### config.mk
export PLATFORM = sky130hd
export DESIGN_NAME = debounced_updown_counter_7seg_scan
export DESIGN_NICKNAME = d
export VERILOG_FILES = /design/src/hw/rtl/ducs_pkg.sv /design/src/hw/rtl/debounced_updown_counter_7seg_scan.sv /design/src/hw/rtl/ducs_csr.sv /design/src/hw/rtl/ducs_debounce.sv /design/src/hw/rtl/ducs_ctrl.sv /design/src/hw/rtl/ducs_digit.sv
export VERILOG_INCLUDE_DIRS = /design/src /design/src/hw/rtl
export SDC_FILE = /design/constraint.sdc
export NUM_CORES = 1
export LEC_CHECK = 0
export BUFFER_PORTS_ARGS = -buffer_cell sky130_fd_sc_hd__buf_2
export CORE_MARGIN = 8
export CORE_UTILIZATION = 57
export CTS_CLUSTER_SIZE = 16
export DETAILED_ROUTE_END_ITERATION = 16
export PLACE_DENSITY = 0.88
export SYNTH_ARGS = -nofsm -noshare
export SYNTH_HDL_FRONTEND = slang
export SYNTH_SLANG_ARGS = --single-unit
### constraint.sdc
create_clock -name clock -period 6.2 [get_ports clock]
set_clock_uncertainty 0.1 [all_clocks]
set_input_delay 1.24 -clock clock [delete_from_list [all_inputs] [get_ports clock]]
set_output_delay 1.24 -clock clock [all_outputs]
set_load 0.02 [all_outputs]
### src/hw/rtl/assert_macros.svh
// assertion macros used by the top-level rtl
`ifndef ASSERT_MACROS_SVH
`define ASSERT_MACROS_SVH

// same-cycle implication
`define DUCS_ASSERT_NOW(label, clk, rst, ante, cons) \
   label: assert property (@(posedge clk) disable iff (rst) (ante) |-> (cons)) \
      else $error("ducs assertion failed");

// next-cycle implication
`define DUCS_ASSERT_NEXT(label, clk, rst, ante, cons) \
   label: assert property (@(posedge clk) disable iff (rst) (ante) |=> (cons)) \
      else $error("ducs assertion failed");

`endif

### src/hw/rtl/ducs_pkg.sv
// types, constants and tables of the up/down counter with display scan
`default_nettype none
package ducs_pkg;

   localparam int DIGIT_COUNT = 4;
   localparam int POS_W       = (DIGIT_COUNT > 1) ? $clog2(DIGIT_COUNT) : 1;
   localparam int ENABLE_W    = 4;
   localparam int COUNT_W     = 14;
   localparam int LOAD_W      = 16;
   localparam int SEG_W       = 7;
   localparam int TICKS_W     = 8;
   localparam int RECIP_W     = 25;
   localparam int RECIP_SHIFT = 24;
   localparam int DIV10_W     = 13;
   localparam int DIV10_SHIFT = 16;
   localparam int CSR_ADDR_W  = 3;
   localparam int CSR_DATA_W  = 32;
   localparam int REQ_DATA_W  = 24;
   localparam int RSP_DATA_W  = 32;

   localparam logic [COUNT_W-1:0] COUNT_MAX       = 14'd9999;
   localparam logic [TICKS_W-1:0] DEBOUNCE_RESET  = 8'd40;
   localparam logic [TICKS_W-1:0] SCAN_RESET      = 8'd2;
   localparam logic [DIV10_W-1:0] DIV10_RECIP     = 13'd6554;

   typedef enum logic {
      REQ_TICK = 1'b0,
      REQ_LOAD = 1'b1
   } req_kind_type;

   typedef enum logic {
      REG_DEBOUNCE = 1'b0,
      REG_SCAN     = 1'b1
   } reg_index_type;

   typedef enum logic [3:0] {
      PH_RELEASED      = 4'b0001,
      PH_PRESS_CHECK   = 4'b0010,
      PH_PRESSED       = 4'b0100,
      PH_RELEASE_CHECK = 4'b1000
   } phase_type;

   typedef struct packed {
      logic [TICKS_W-1:0] debounce_ticks;
      logic [TICKS_W-1:0] scan_ticks;
   } cfg_type;

   typedef struct packed {
      logic [COUNT_W-1:0]  count;
      logic                save;
      logic                lit;
      logic [POS_W-1:0]    pos;
      logic [ENABLE_W-1:0] enable;
      logic [COUNT_W-1:0]  shown;
   } s1_type;

   typedef struct packed {
      logic [COUNT_W-1:0]  count;
      logic                save;
      logic                lit;
      logic [ENABLE_W-1:0] enable;
      logic [COUNT_W-1:0]  quot;
   } s2_type;

   typedef struct packed {
      logic [COUNT_W-1:0] count;
      logic               pending;
   } stat_type;

   // segments a..g in bits 0..6
   function automatic logic [SEG_W-1:0] seg_of(input logic [3:0] digit);
      logic [SEG_W-1:0] seg;
      case (digit)
         4'd0:    seg = 7'd63;
         4'd1:    seg = 7'd6;
         4'd2:    seg = 7'd91;
         4'd3:    seg = 7'd79;
         4'd4:    seg = 7'd102;
         4'd5:    seg = 7'd109;
         4'd6:    seg = 7'd125;
         4'd7:    seg = 7'd7;
         4'd8:    seg = 7'd127;
         4'd9:    seg = 7'd111;
         default: seg = '0;
      endcase
      return seg;
   endfunction

   // 2^24 / 10^pos rounded up, zero past the thousands
   function automatic logic [RECIP_W-1:0] recip_of(input logic [POS_W-1:0] pos);
      logic [RECIP_W-1:0] r;
      case (int'(pos))
         0:       r = 25'd16777216;
         1:       r = 25'd1677722;
         2:       r = 25'd167773;
         3:       r = 25'd16778;
         default: r = '0;
      endcase
      return r;
   endfunction

endpackage
`default_nettype wire

### src/hw/rtl/debounced_updown_counter_7seg_scan.sv
// four-digit up/down counter with button debounce and display scan
//
// each req word is one millisecond tick carrying the raw levels of the up and
// down buttons (active low), or a load that restores the count (values above
// 9999 load as zero). every req word yields exactly one rsp word: the segment
// pattern and one-hot enable of the digit lit now, the count after the word
// and a save flag set when a button moved the count.
// each rsp word passes three registers: a state/first register, a register
// after the divide-by-power-of-ten multiplier, and the result register after
// the modulo-ten and segment lookup. one word is taken per cycle while the
// pipeline is not held by a low rsp_tready; all counter, debounce and scan
// state is updated in the cycle the word is taken.
// when rsp_tready is low the result register holds and empty stages ahead of
// it keep filling, so req_tready drops only once all three stages are full.
// reset clears the count, the display (dark, no digit enabled), both
// debouncers to released, and sets the periods to 40 and 2 ticks.
// the csr port holds the debounce period at 0x0 and the scan period at 0x4;
// write them only while no word is in flight.
`default_nettype none
`include "assert_macros.svh"
module debounced_updown_counter_7seg_scan import ducs_pkg::*; (
   input  wire logic                  clock,
   input  wire logic                  reset,
   input  wire logic                  req_tvalid,
   output logic                       req_tready,
   // button_up_level[0], button_down_level[1], load_value[17:2], zero fill
   input  wire logic [REQ_DATA_W-1:0] req_tdata,
   // req_type[0]
   input  wire logic                  req_tuser,
   output logic                       rsp_tvalid,
   input  wire logic                  rsp_tready,
   // segment_pattern[6:0], digit_enable[10:7], count_now[24:11],
   // save_request[25], zero fill
   output logic      [RSP_DATA_W-1:0] rsp_tdata,
   input  wire logic                  csr_psel,
   input  wire logic                  csr_penable,
   input  wire logic                  csr_pwrite,
   input  wire logic [CSR_ADDR_W-1:0] csr_paddr,
   input  wire logic [CSR_DATA_W-1:0] csr_pwdata,
   output logic      [CSR_DATA_W-1:0] csr_prdata,
   output logic                       csr_pready
);

   cfg_type             cfg;
   stat_type            stat;
   s1_type              s1_data;
   logic                s1_valid, s2_ready;
   logic                req_accept;
   logic [SEG_W-1:0]    segment_pattern;
   logic [ENABLE_W-1:0] digit_enable;
   logic [COUNT_W-1:0]  count_now;
   logic                save_request;
   logic                load_accept;
   logic                tick_accept;
   logic [COUNT_W-1:0]  count_prev_ff;
   logic                count_step_ok;
   logic                count_range_ok;

   ducs_csr u_csr (
      .clock       (clock),
      .reset       (reset),
      .csr_psel    (csr_psel),
      .csr_penable (csr_penable),
      .csr_pwrite  (csr_pwrite),
      .csr_paddr   (csr_paddr),
      .csr_pwdata  (csr_pwdata),
      .csr_prdata  (csr_prdata),
      .csr_pready  (csr_pready),
      .cfg         (cfg)
   );

   ducs_ctrl u_ctrl (
      .clock      (clock),
      .reset      (reset),
      .cfg        (cfg),
      .req_valid  (req_tvalid),
      .req_ready  (req_tready),
      .req_kind   (req_tuser),
      .up_level   (req_tdata[0]),
      .down_level (req_tdata[1]),
      .load_value (req_tdata[2 +: LOAD_W]),
      .s2_ready   (s2_ready),
      .s1_valid   (s1_valid),
      .s1_data    (s1_data),
      .stat       (stat)
   );

   ducs_digit u_digit (
      .clock           (clock),
      .reset           (reset),
      .s1_valid        (s1_valid),
      .s1_data         (s1_data),
      .s1_ready        (s2_ready),
      .rsp_valid       (rsp_tvalid),
      .rsp_ready       (rsp_tready),
      .segment_pattern (segment_pattern),
      .digit_enable    (digit_enable),
      .count_now       (count_now),
      .save_request    (save_request)
   );

   assign rsp_tdata = RSP_DATA_W'({save_request, count_now, digit_enable, segment_pattern});

   assign req_accept     = req_tvalid && req_tready;
   assign load_accept    = req_accept && (req_tuser == REQ_LOAD);
   assign tick_accept    = req_accept && (req_tuser == REQ_TICK);
   assign count_step_ok  = (stat.count == count_prev_ff) ||
                           (stat.count == count_prev_ff + COUNT_W'(1)) ||
                           (stat.count == count_prev_ff - COUNT_W'(1));
   assign count_range_ok = (count_now <= COUNT_MAX) && (stat.count <= COUNT_MAX);

   always_ff @(posedge clock) begin
      if (reset) begin
         count_prev_ff <= '0;
      end else begin
         count_prev_ff <= stat.count;
      end
   end

   // count moves only when a word is taken
   `DUCS_ASSERT_NEXT(a_count_idle, clock, reset, !req_accept, $stable(stat.count))
   // a load always leaves an update pending for the scanner
   `DUCS_ASSERT_NEXT(a_load_pends, clock, reset, load_accept, stat.pending)
   // a tick moves the count by at most one
   `DUCS_ASSERT_NEXT(a_tick_step, clock, reset, tick_accept, count_step_ok)
   // count stays within four decimal digits
   `DUCS_ASSERT_NOW(a_count_range, clock, reset, rsp_tvalid, count_range_ok)

endmodule
`default_nettype wire

### src/hw/rtl/ducs_csr.sv
// register port for the debounce and scan periods
`default_nettype none
module ducs_csr import ducs_pkg::*; (
   input  wire logic                  clock,
   input  wire logic                  reset,
   input  wire logic                  csr_psel,
   input  wire logic                  csr_penable,
   input  wire logic                  csr_pwrite,
   input  wire logic [CSR_ADDR_W-1:0] csr_paddr,
   input  wire logic [CSR_DATA_W-1:0] csr_pwdata,
   output logic      [CSR_DATA_W-1:0] csr_prdata,
   output logic                       csr_pready,
   output cfg_type                    cfg
);

   cfg_type cfg_ff, cfg_in;
   logic    wr_en;

   assign wr_en      = csr_psel && csr_penable && csr_pwrite;
   assign csr_pready = 1'b1;
   assign cfg        = cfg_ff;

   always_comb begin
      cfg_in = cfg_ff;
      if (wr_en) begin
         unique case (reg_index_type'(csr_paddr[2]))
            REG_DEBOUNCE: cfg_in.debounce_ticks = csr_pwdata[TICKS_W-1:0];
            REG_SCAN:     cfg_in.scan_ticks     = csr_pwdata[TICKS_W-1:0];
            default:      cfg_in = cfg_ff;
         endcase
      end
   end

   always_comb begin
      unique case (reg_index_type'(csr_paddr[2]))
         REG_DEBOUNCE: csr_prdata = CSR_DATA_W'(cfg_ff.debounce_ticks);
         REG_SCAN:     csr_prdata = CSR_DATA_W'(cfg_ff.scan_ticks);
         default:      csr_prdata = '0;
      endcase
   end

   always_ff @(posedge clock) begin
      if (reset) begin
         cfg_ff.debounce_ticks <= DEBOUNCE_RESET;
         cfg_ff.scan_ticks     <= SCAN_RESET;
      end else begin
         cfg_ff <= cfg_in;
      end
   end

endmodule
`default_nettype wire

### src/hw/rtl/ducs_debounce.sv
// press and release debounce of one active-low button
`default_nettype none
module ducs_debounce import ducs_pkg::*; (
   input  wire logic               clock,
   input  wire logic               reset,
   input  wire logic               step,
   input  wire logic               level,
   input  wire logic [TICKS_W-1:0] ticks,
   output logic                    confirm
);

   phase_type          phase_ff, phase_in;
   logic [TICKS_W-1:0] cd_ff, cd_in;
   logic               pressed;

   assign pressed = !level;

   always_comb begin
      phase_in = phase_ff;
      cd_in    = cd_ff;
      confirm  = 1'b0;
      unique case (phase_ff) inside
         PH_RELEASED: begin
            if (pressed) begin
               phase_in = PH_PRESS_CHECK;
               cd_in    = ticks;
            end
         end
         PH_PRESSED: begin
            if (!pressed) begin
               phase_in = PH_RELEASE_CHECK;
               cd_in    = ticks;
            end
         end
         PH_PRESS_CHECK, PH_RELEASE_CHECK: begin
            if (cd_ff > TICKS_W'(1)) begin
               cd_in = cd_ff - TICKS_W'(1);
            end else begin
               cd_in    = '0;
               phase_in = pressed ? PH_PRESSED : PH_RELEASED;
               confirm  = pressed && (phase_ff == PH_PRESS_CHECK);
            end
         end
         default: begin
            phase_in = PH_RELEASED;
            cd_in    = '0;
         end
      endcase
   end

   always_ff @(posedge clock) begin
      if (reset) begin
         phase_ff <= PH_RELEASED;
         cd_ff    <= '0;
      end else if (step) begin
         phase_ff <= phase_in;
         cd_ff    <= cd_in;
      end
   end

endmodule
`default_nettype wire

### src/hw/rtl/ducs_ctrl.sv
// count, pending update and scan state, first pipeline register
`default_nettype none
module ducs_ctrl import ducs_pkg::*; (
   input  wire logic              clock,
   input  wire logic              reset,
   input  wire cfg_type           cfg,
   input  wire logic              req_valid,
   output logic                   req_ready,
   input  wire logic              req_kind,
   input  wire logic              up_level,
   input  wire logic              down_level,
   input  wire logic [LOAD_W-1:0] load_value,
   input  wire logic              s2_ready,
   output logic                   s1_valid,
   output s1_type                 s1_data,
   output stat_type               stat
);

   localparam logic [POS_W-1:0] POS_LAST = POS_W'(DIGIT_COUNT - 1);

   logic [COUNT_W-1:0]  count_ff, count_in;
   logic                pend_ff, pend_in;
   logic [TICKS_W-1:0]  scd_ff, scd_in;
   logic [POS_W-1:0]    pos_ff, pos_in;
   logic [COUNT_W-1:0]  disp_count_ff, disp_count_in;
   logic                disp_lit_ff, disp_lit_in;
   logic [COUNT_W-1:0]  sh_count_ff, sh_count_in;
   logic                sh_lit_ff, sh_lit_in;
   logic [POS_W-1:0]    sh_pos_ff, sh_pos_in;
   logic [ENABLE_W-1:0] sh_en_ff, sh_en_in;
   logic                s1_valid_ff;
   s1_type              s1_ff, s1_in;

   logic               accept, is_load, tick_step;
   logic               up_confirm, down_confirm, up_ok, dn_ok;
   logic [COUNT_W-1:0] count_up, count_tick, load_count;
   logic               pend_mid, scan_step;
   logic [POS_W-1:0]   pos_eff;

   assign req_ready = !s1_valid_ff || s2_ready;
   assign accept    = req_valid && req_ready;
   assign is_load   = (req_kind == REQ_LOAD);
   assign tick_step = accept && !is_load;

   ducs_debounce u_up (
      .clock   (clock),
      .reset   (reset),
      .step    (tick_step),
      .level   (up_level),
      .ticks   (cfg.debounce_ticks),
      .confirm (up_confirm)
   );

   ducs_debounce u_down (
      .clock   (clock),
      .reset   (reset),
      .step    (tick_step),
      .level   (down_level),
      .ticks   (cfg.debounce_ticks),
      .confirm (down_confirm)
   );

   always_comb begin
      up_ok      = up_confirm && (count_ff < COUNT_MAX);
      count_up   = up_ok ? count_ff + COUNT_W'(1) : count_ff;
      dn_ok      = down_confirm && (count_up != '0);
      count_tick = dn_ok ? count_up - COUNT_W'(1) : count_up;
      load_count = (load_value > LOAD_W'(COUNT_MAX)) ? '0 : load_value[COUNT_W-1:0];
      pend_mid   = pend_ff || up_ok || dn_ok;
      scan_step  = (scd_ff <= TICKS_W'(1));
      pos_eff    = (int'(pos_ff) >= DIGIT_COUNT) ? '0 : pos_ff;

      count_in      = count_ff;
      pend_in       = pend_ff;
      scd_in        = scd_ff;
      pos_in        = pos_ff;
      disp_count_in = disp_count_ff;
      disp_lit_in   = disp_lit_ff;
      sh_count_in   = sh_count_ff;
      sh_lit_in     = sh_lit_ff;
      sh_pos_in     = sh_pos_ff;
      sh_en_in      = sh_en_ff;

      if (accept) begin
         if (is_load) begin
            count_in = load_count;
            pend_in  = 1'b1;
         end else begin
            count_in = count_tick;
            pend_in  = pend_mid;
            if (!scan_step) begin
               scd_in = scd_ff - TICKS_W'(1);
            end else begin
               scd_in = cfg.scan_ticks;
               if (pend_mid) begin
                  disp_count_in = count_tick;
                  disp_lit_in   = 1'b1;
                  pend_in       = 1'b0;
               end
               sh_count_in = pend_mid ? count_tick : disp_count_ff;
               sh_lit_in   = pend_mid || disp_lit_ff;
               sh_pos_in   = pos_eff;
               sh_en_in    = (int'(pos_eff) < ENABLE_W) ? (ENABLE_W'(1) << pos_eff) : '0;
               pos_in      = (pos_eff == POS_LAST) ? '0 : pos_eff + POS_W'(1);
            end
         end
      end

      s1_in.count  = count_in;
      s1_in.save   = tick_step && (up_ok || dn_ok);
      s1_in.lit    = sh_lit_in;
      s1_in.pos    = sh_pos_in;
      s1_in.enable = sh_en_in;
      s1_in.shown  = sh_count_in;
   end

   always_ff @(posedge clock) begin
      if (reset) begin
         count_ff      <= '0;
         pend_ff       <= 1'b0;
         scd_ff        <= '0;
         pos_ff        <= '0;
         disp_count_ff <= '0;
         disp_lit_ff   <= 1'b0;
         sh_count_ff   <= '0;
         sh_lit_ff     <= 1'b0;
         sh_pos_ff     <= '0;
         sh_en_ff      <= '0;
         s1_valid_ff   <= 1'b0;
      end else begin
         count_ff      <= count_in;
         pend_ff       <= pend_in;
         scd_ff        <= scd_in;
         pos_ff        <= pos_in;
         disp_count_ff <= disp_count_in;
         disp_lit_ff   <= disp_lit_in;
         sh_count_ff   <= sh_count_in;
         sh_lit_ff     <= sh_lit_in;
         sh_pos_ff     <= sh_pos_in;
         sh_en_ff      <= sh_en_in;
         if (req_ready) begin
            s1_valid_ff <= req_valid;
         end
      end
   end

   always_ff @(posedge clock) begin
      if (req_ready) begin
         s1_ff <= s1_in;
      end
   end

   assign s1_valid = s1_valid_ff;
   assign s1_data  = s1_ff;
   assign stat     = '{count: count_ff, pending: pend_ff};

endmodule
`default_nettype wire

### src/hw/rtl/ducs_digit.sv
// digit extraction and segment lookup, result register
`default_nettype none
module ducs_digit import ducs_pkg::*; (
   input  wire logic                  clock,
   input  wire logic                  reset,
   input  wire logic                  s1_valid,
   input  wire s1_type                s1_data,
   output logic                       s1_ready,
   output logic                       rsp_valid,
   input  wire logic                  rsp_ready,
   output logic      [SEG_W-1:0]      segment_pattern,
   output logic      [ENABLE_W-1:0]   digit_enable,
   output logic      [COUNT_W-1:0]    count_now,
   output logic                       save_request
);

   localparam int PROD_W  = COUNT_W + RECIP_W;
   localparam int QPROD_W = COUNT_W + DIV10_W;

   s2_type              s2_ff, s2_in;
   logic                s2_valid_ff;
   logic                out_valid_ff;
   logic [SEG_W-1:0]    seg_ff, seg_in;
   logic [ENABLE_W-1:0] en_ff;
   logic [COUNT_W-1:0]  count_ff;
   logic                save_ff;

   logic                out_ready;
   logic [PROD_W-1:0]   prod;
   logic [QPROD_W-1:0]  qprod;
   logic [3:0]          q10_low, digit;

   assign out_ready = !out_valid_ff || rsp_ready;
   assign s1_ready  = !s2_valid_ff || out_ready;

   // shown count divided by the power of ten of its position
   always_comb begin
      prod         = PROD_W'(s1_data.shown) * PROD_W'(recip_of(s1_data.pos));
      s2_in.count  = s1_data.count;
      s2_in.save   = s1_data.save;
      s2_in.lit    = s1_data.lit;
      s2_in.enable = s1_data.enable;
      s2_in.quot   = prod[RECIP_SHIFT +: COUNT_W];
   end

   // quotient modulo ten, only the low nibble matters
   always_comb begin
      qprod   = QPROD_W'(s2_ff.quot) * QPROD_W'(DIV10_RECIP);
      q10_low = qprod[DIV10_SHIFT +: 4];
      digit   = s2_ff.quot[3:0] - ((q10_low << 3) + (q10_low << 1));
      seg_in  = s2_ff.lit ? seg_of(digit) : '0;
   end

   always_ff @(posedge clock) begin
      if (reset) begin
         s2_valid_ff  <= 1'b0;
         out_valid_ff <= 1'b0;
      end else begin
         if (s1_ready) begin
            s2_valid_ff <= s1_valid;
         end
         if (out_ready) begin
            out_valid_ff <= s2_valid_ff;
         end
      end
   end

   always_ff @(posedge clock) begin
      if (s1_ready) begin
         s2_ff <= s2_in;
      end
      if (out_ready) begin
         seg_ff   <= seg_in;
         en_ff    <= s2_ff.enable;
         count_ff <= s2_ff.count;
         save_ff  <= s2_ff.save;
      end
   end

   assign rsp_valid       = out_valid_ff;
   assign segment_pattern = seg_ff;
   assign digit_enable    = en_ff;
   assign count_now       = count_ff;
   assign save_request    = save_ff;

endmodule
`default_nettype wire
==> flow_summary.json <==
{
  "grt-ovfl-total": 0,
  "clock_path_buffers": 2,
  "synth_edf_count": 96,
  "rrSetupSlack_ns": -0.65,
  "post-route-min-period_ns": 6.85,
  "instances_no_fill": 2626,
  "rows": 67,
  "fin_ws_ns": -0.648,
  "reg2reg_from": "u_ctrl.s1_data[19]$_DFFE_PN_",
  "first_pass_iters": 5,
  "path_class": "flip-flop to flip-flop",
  "hold_viol": 0,
  "path_common_cell": "inv_2",
  "slew-limit-headroom_pct": 22.0,
  "n_antenna_cell": 0,
  "drive_gt1_share_pct": 18.1,
  "netlist_area_um2": 19300,
  "arrival_ns": 6.94,
  "finalSetupViolations": 17,
  "crit_buf_inv": 8,
  "drcViolationCount": 0,
  "grtUsageTotal_pct": 25.4,
  "grt_max_degree": 85,
  "dp.cells": 2562,
  "ctsHoldBuffers": 0,
  "worst_pin_slew_ns": 1.16,
  "initial_core_util_pct": 57.7,
  "hold_slack_ns": 0.323,
  "synthArstFlopShare_pct": 0,
  "cp_slowest_cell": "fa_2",
  "ant_nets": 0,
  "wire_per_inst_um": 19.6,
  "die_area_um2": 40000,
  "synth_fa_ha_area_share_pct": 38.7,
  "clkSinkCount": 200,
  "synth-xor-area-share_pct": 2.95,
  "synth_ff_type": "dfxtp_1",
  "synthMuxAreaShare_pct": 1.88,
  "p_per_area_nw_per_um2": 225,
  "status": "complete, but fails checks",
  "yosys.area_share.simple_pct": 12.5,
  "critPathCaptureType": "flip-flop",
  "gp_congestion": 0.961,
  "vias": 15000,
  "hold_class": "flip-flop to flip-flop",
  "synth_compound_area_share_pct": 9.01,
  "synth_top_family_by_area": "adder cells",
  "hpwl_um": 38600,
  "grt_pass1_vias": 16000,
  "fin_crit_sh_pct": 110,
  "ys_seq_elements": 200,
  "rsz0062_at_grt": "true",
  "syn_to_final_growth_pct": 15.9,
  "fp.dieH_um": 200,
  "rr_worst_depth": 28,
  "grt_pass1_wl_um": 80300,
  "ir_drop_mv": 0.462,
  "core_um2": 33400,
  "hold_depth": 0,
  "pre_cts_ws_ns": -0.662,
  "max_stage_delay_ns": 0.55,
  "fin_nets": 2691,
  "die_w_um": 200,
  "hp-start": "u_digit.s2_ff[29]$_DFFE_PP_",
  "cap_violations": 0,
  "clk_pin_slew_ns": 0.08,
  "fmax_mhz": 146,
  "path_max_fanout": 6,
  "critPathTopFamily": "adder cells",
  "insertion_delay_ns": 0.45,
  "syn_inst": 1965,
  "numCtsBuffers": 17,
  "hold_path_end": "u_digit.count_now[9]$_DFFE_PP_",
  "synth-warning-count": 0,
  "viasPerCell": 5.73,
  "reg2reg_to": "u_digit.s2_ff[13]$_DFFE_PP_",
  "leakage_nw": 11.5,
  "io_pins": 134,
  "drt_iter0_drc": 1164,
  "violations": "negative setup slack",
  "root_buffer": "clkbuf_16",
  "yosysSeqAreaShare_pct": 25.7,
  "n_fill_cell": 2266,
  "antenna_found_initial": 1,
  "start_kind": "flip-flop",
  "cp.required_ns": 6.29,
  "drv_slew": 0,
  "yosysUniqueCellTypes": 68,
  "cts_tree": "done",
  "wl_um": 51300,
  "cts_max_level": 4,
  "portBuffers": 70,
  "syn_avg_cell_area_um2": 9.82
}
## logic make-up (layout without fill, tap and decap cells)
group                    count (synthesis)  in the layout
other                                    2             31
multiplexers                            35             35
adder cells (fa/ha/maj)                459            459
buffers and inverters                  441            625
AO/OA/AOI/OAI                          262            262
XOR/XNOR                                65             65
AND/OR/NAND/NOR                        501            501
flip-flops                             200            200
## worst max path at each step
stage / start / end / slack (ns) / depth (start not counted)
after floorplan: u_ctrl.s1_data[19]$_DFFE_PN_ / u_digit.s2_ff[7]$_DFFE_PP_ / -0.06 / 26
after global placement: u_ctrl.s1_data[19]$_DFFE_PN_ / u_digit.s2_ff[7]$_DFFE_PP_ / -0.47 / 25
after detailed placement: u_ctrl.s1_data[19]$_DFFE_PN_ / u_digit.s2_ff[7]$_DFFE_PP_ / -0.66 / 25
after CTS: u_ctrl.s1_data[19]$_DFFE_PN_ / u_digit.s2_ff[7]$_DFFE_PP_ / -0.48 / 27
after global routing: u_ctrl.s1_data[19]$_DFFE_PN_ / u_digit.s2_ff[7]$_DFFE_PP_ / -0.88 / 28
final: u_ctrl.s1_data[19]$_DFFE_PN_ / u_digit.s2_ff[13]$_DFFE_PP_ / -0.65 / 28
## metal layers
metal	wire, µm	part of all wire, %	vias to the layer above	track usage (%)
li1	-	-	6793	-
met2	26400	51	699	45.6
met3	3400	6.6	189	3.94
met4	2340	4.6	2	9.84
met1	19200	37	7357	30.1
met5	11	0.021	-	0
## stage by stage
stage	cell area [µm²]	utilization, %	power [mW]	setup TNS [ns]
floorplan	19600	-	3.00	-0.0555
global placement	21100	63.1	3.36	-3.62
detailed placement	21100	63.1	3.50	-6.25
CTS	22000	65.8	4.73	-3.63
global route	22400	66.9	5.33	-10.16
finish	22400	66.9	5.03	-5.94
## report_power, final
part | total, mW | switching (mW) | internal (mW)
Sequential | 1.61 | 0.108 | 1.50
Combinational | 2.28 | 1.30 | 0.975
Clock | 1.14 | 0.587 | 0.557
Total | 5.03 | 2.00 | 3.03
## layout by cell type (no fill, tap or decap), types with 6 or more instances in the layout
cell       Yosys  routed
inv_1        353     339
fa_1         229     217
ha_1         230     213
nand2_1      172     163
buf_4         32     162
dfxtp_1      104     104
nor2_1       105      99
edfxtp_1      96      96
a21oi_1       77      71
buf_2          4      70
and2_1        65      58
xnor2_1       44      40
conb_1         2      31
o21ai_0       35      28
nand3_1       28      27
mux2i_1       25      25
nor3_1        24      23
a22oi_1       22      22
xor2_1        21      20
nor4_1        18      18
clkbuf_16      0      17
nor2b_1       18      15
nand4_1       15      15
ha_4           0      15
a31oi_1       15      14
nand2b_1      18      13
inv_2          0      13
a21o_1        13      13
a211oi_1      15      13
and3_1        12      12
fa_2           0      12
o31ai_1       10      10
o21a_1         9       9
mux2_2        10       9
nand2_4        0       6
o211ai_1       6       6
or3_1          6       6
a22o_1         6       6
buf_6          0       6
## area by class of cell
type | instances | area, µm² | share of cell area [%]
Multi-Input combinational cell | 1353 | 13200 | 59.1
Sequential cell | 200 | 4960 | 22.2
Timing Repair Buffer | 240 | 1670 | 7.49
Inverter | 353 | 1330 | 5.94
Tap cell | 448 | 561 | 2.51
Clock buffer | 17 | 425 | 1.90
Clock inverter | 15 | 194 | 0.867
## cell usage after synthesis (all sizes together) (9+ instances only)
| library cell | n | share of area [%] |
|---|---|---|
| xor2 | 21 | 0.95 |
| ha | 230 | 15 |
| clkbuf | 49 | 0.95 |
| a211oi | 15 | 0.58 |
| a21o | 13 | 0.51 |
| nor2b | 18 | 0.58 |
| a31oi | 15 | 0.49 |
| and2 | 65 | 2.1 |
| edfxtp | 96 | 15 |
| fa | 229 | 24 |
| xnor2 | 44 | 2.0 |
| o31ai | 10 | 0.39 |
| inv | 353 | 6.9 |
| nand2b | 18 | 0.58 |
| nor4 | 19 | 0.65 |
| o21ai | 39 | 1.1 |
| buf | 39 | 1.4 |
| dfxtp | 104 | 11 |
| nor3 | 24 | 0.62 |
| nand3 | 28 | 0.73 |
| mux2i | 25 | 1.3 |
| a21oi | 78 | 2.0 |
| nor2 | 106 | 2.1 |
| nand2 | 172 | 3.3 |
| and3 | 12 | 0.39 |
| nand4 | 15 | 0.49 |
| mux2 | 10 | 0.58 |
| a22oi | 22 | 0.86 |
| o21a | 9 | 0.35 |
## registers in the layout (all words and copies together) (netlist names), 7 cells and up
name                     count
u_ctrl.s1_data              36
u_digit.s2_ff               34
u_csr.cfg                   16
u_ctrl.count_ff             14
u_ctrl.disp_count_ff        14
u_ctrl.sh_count_ff          14
u_digit.count_now           14
u_ctrl.scd_ff                8
u_ctrl.u_down.cd_ff          8
u_ctrl.u_up.cd_ff            8
u_digit.segment_pattern      7
## repair_timing
action | in CTS | in global routing
cloned | 0 | 0
pin swaps | 37 | 45
resized for setup | 33 | 48
endpoints found under the setup margin | 19 | 21
setup buffers | 16 | 17
## worst register-to-register path, delay by kind of cell, from the launching register on
kind / cells / cell delay (ns)
AO/OA/AOI/OAI: 9 / 1.52
XOR/XNOR: 1 / 0.10
AND/OR/NAND/NOR: 2 / 0.33
buffers and inverters: 8 / 0.62
adder cells (fa/ha/maj): 8 / 3.50
flip-flops: 1 / 0.42
No activity file was read; power rests on OpenSTA's default activity.
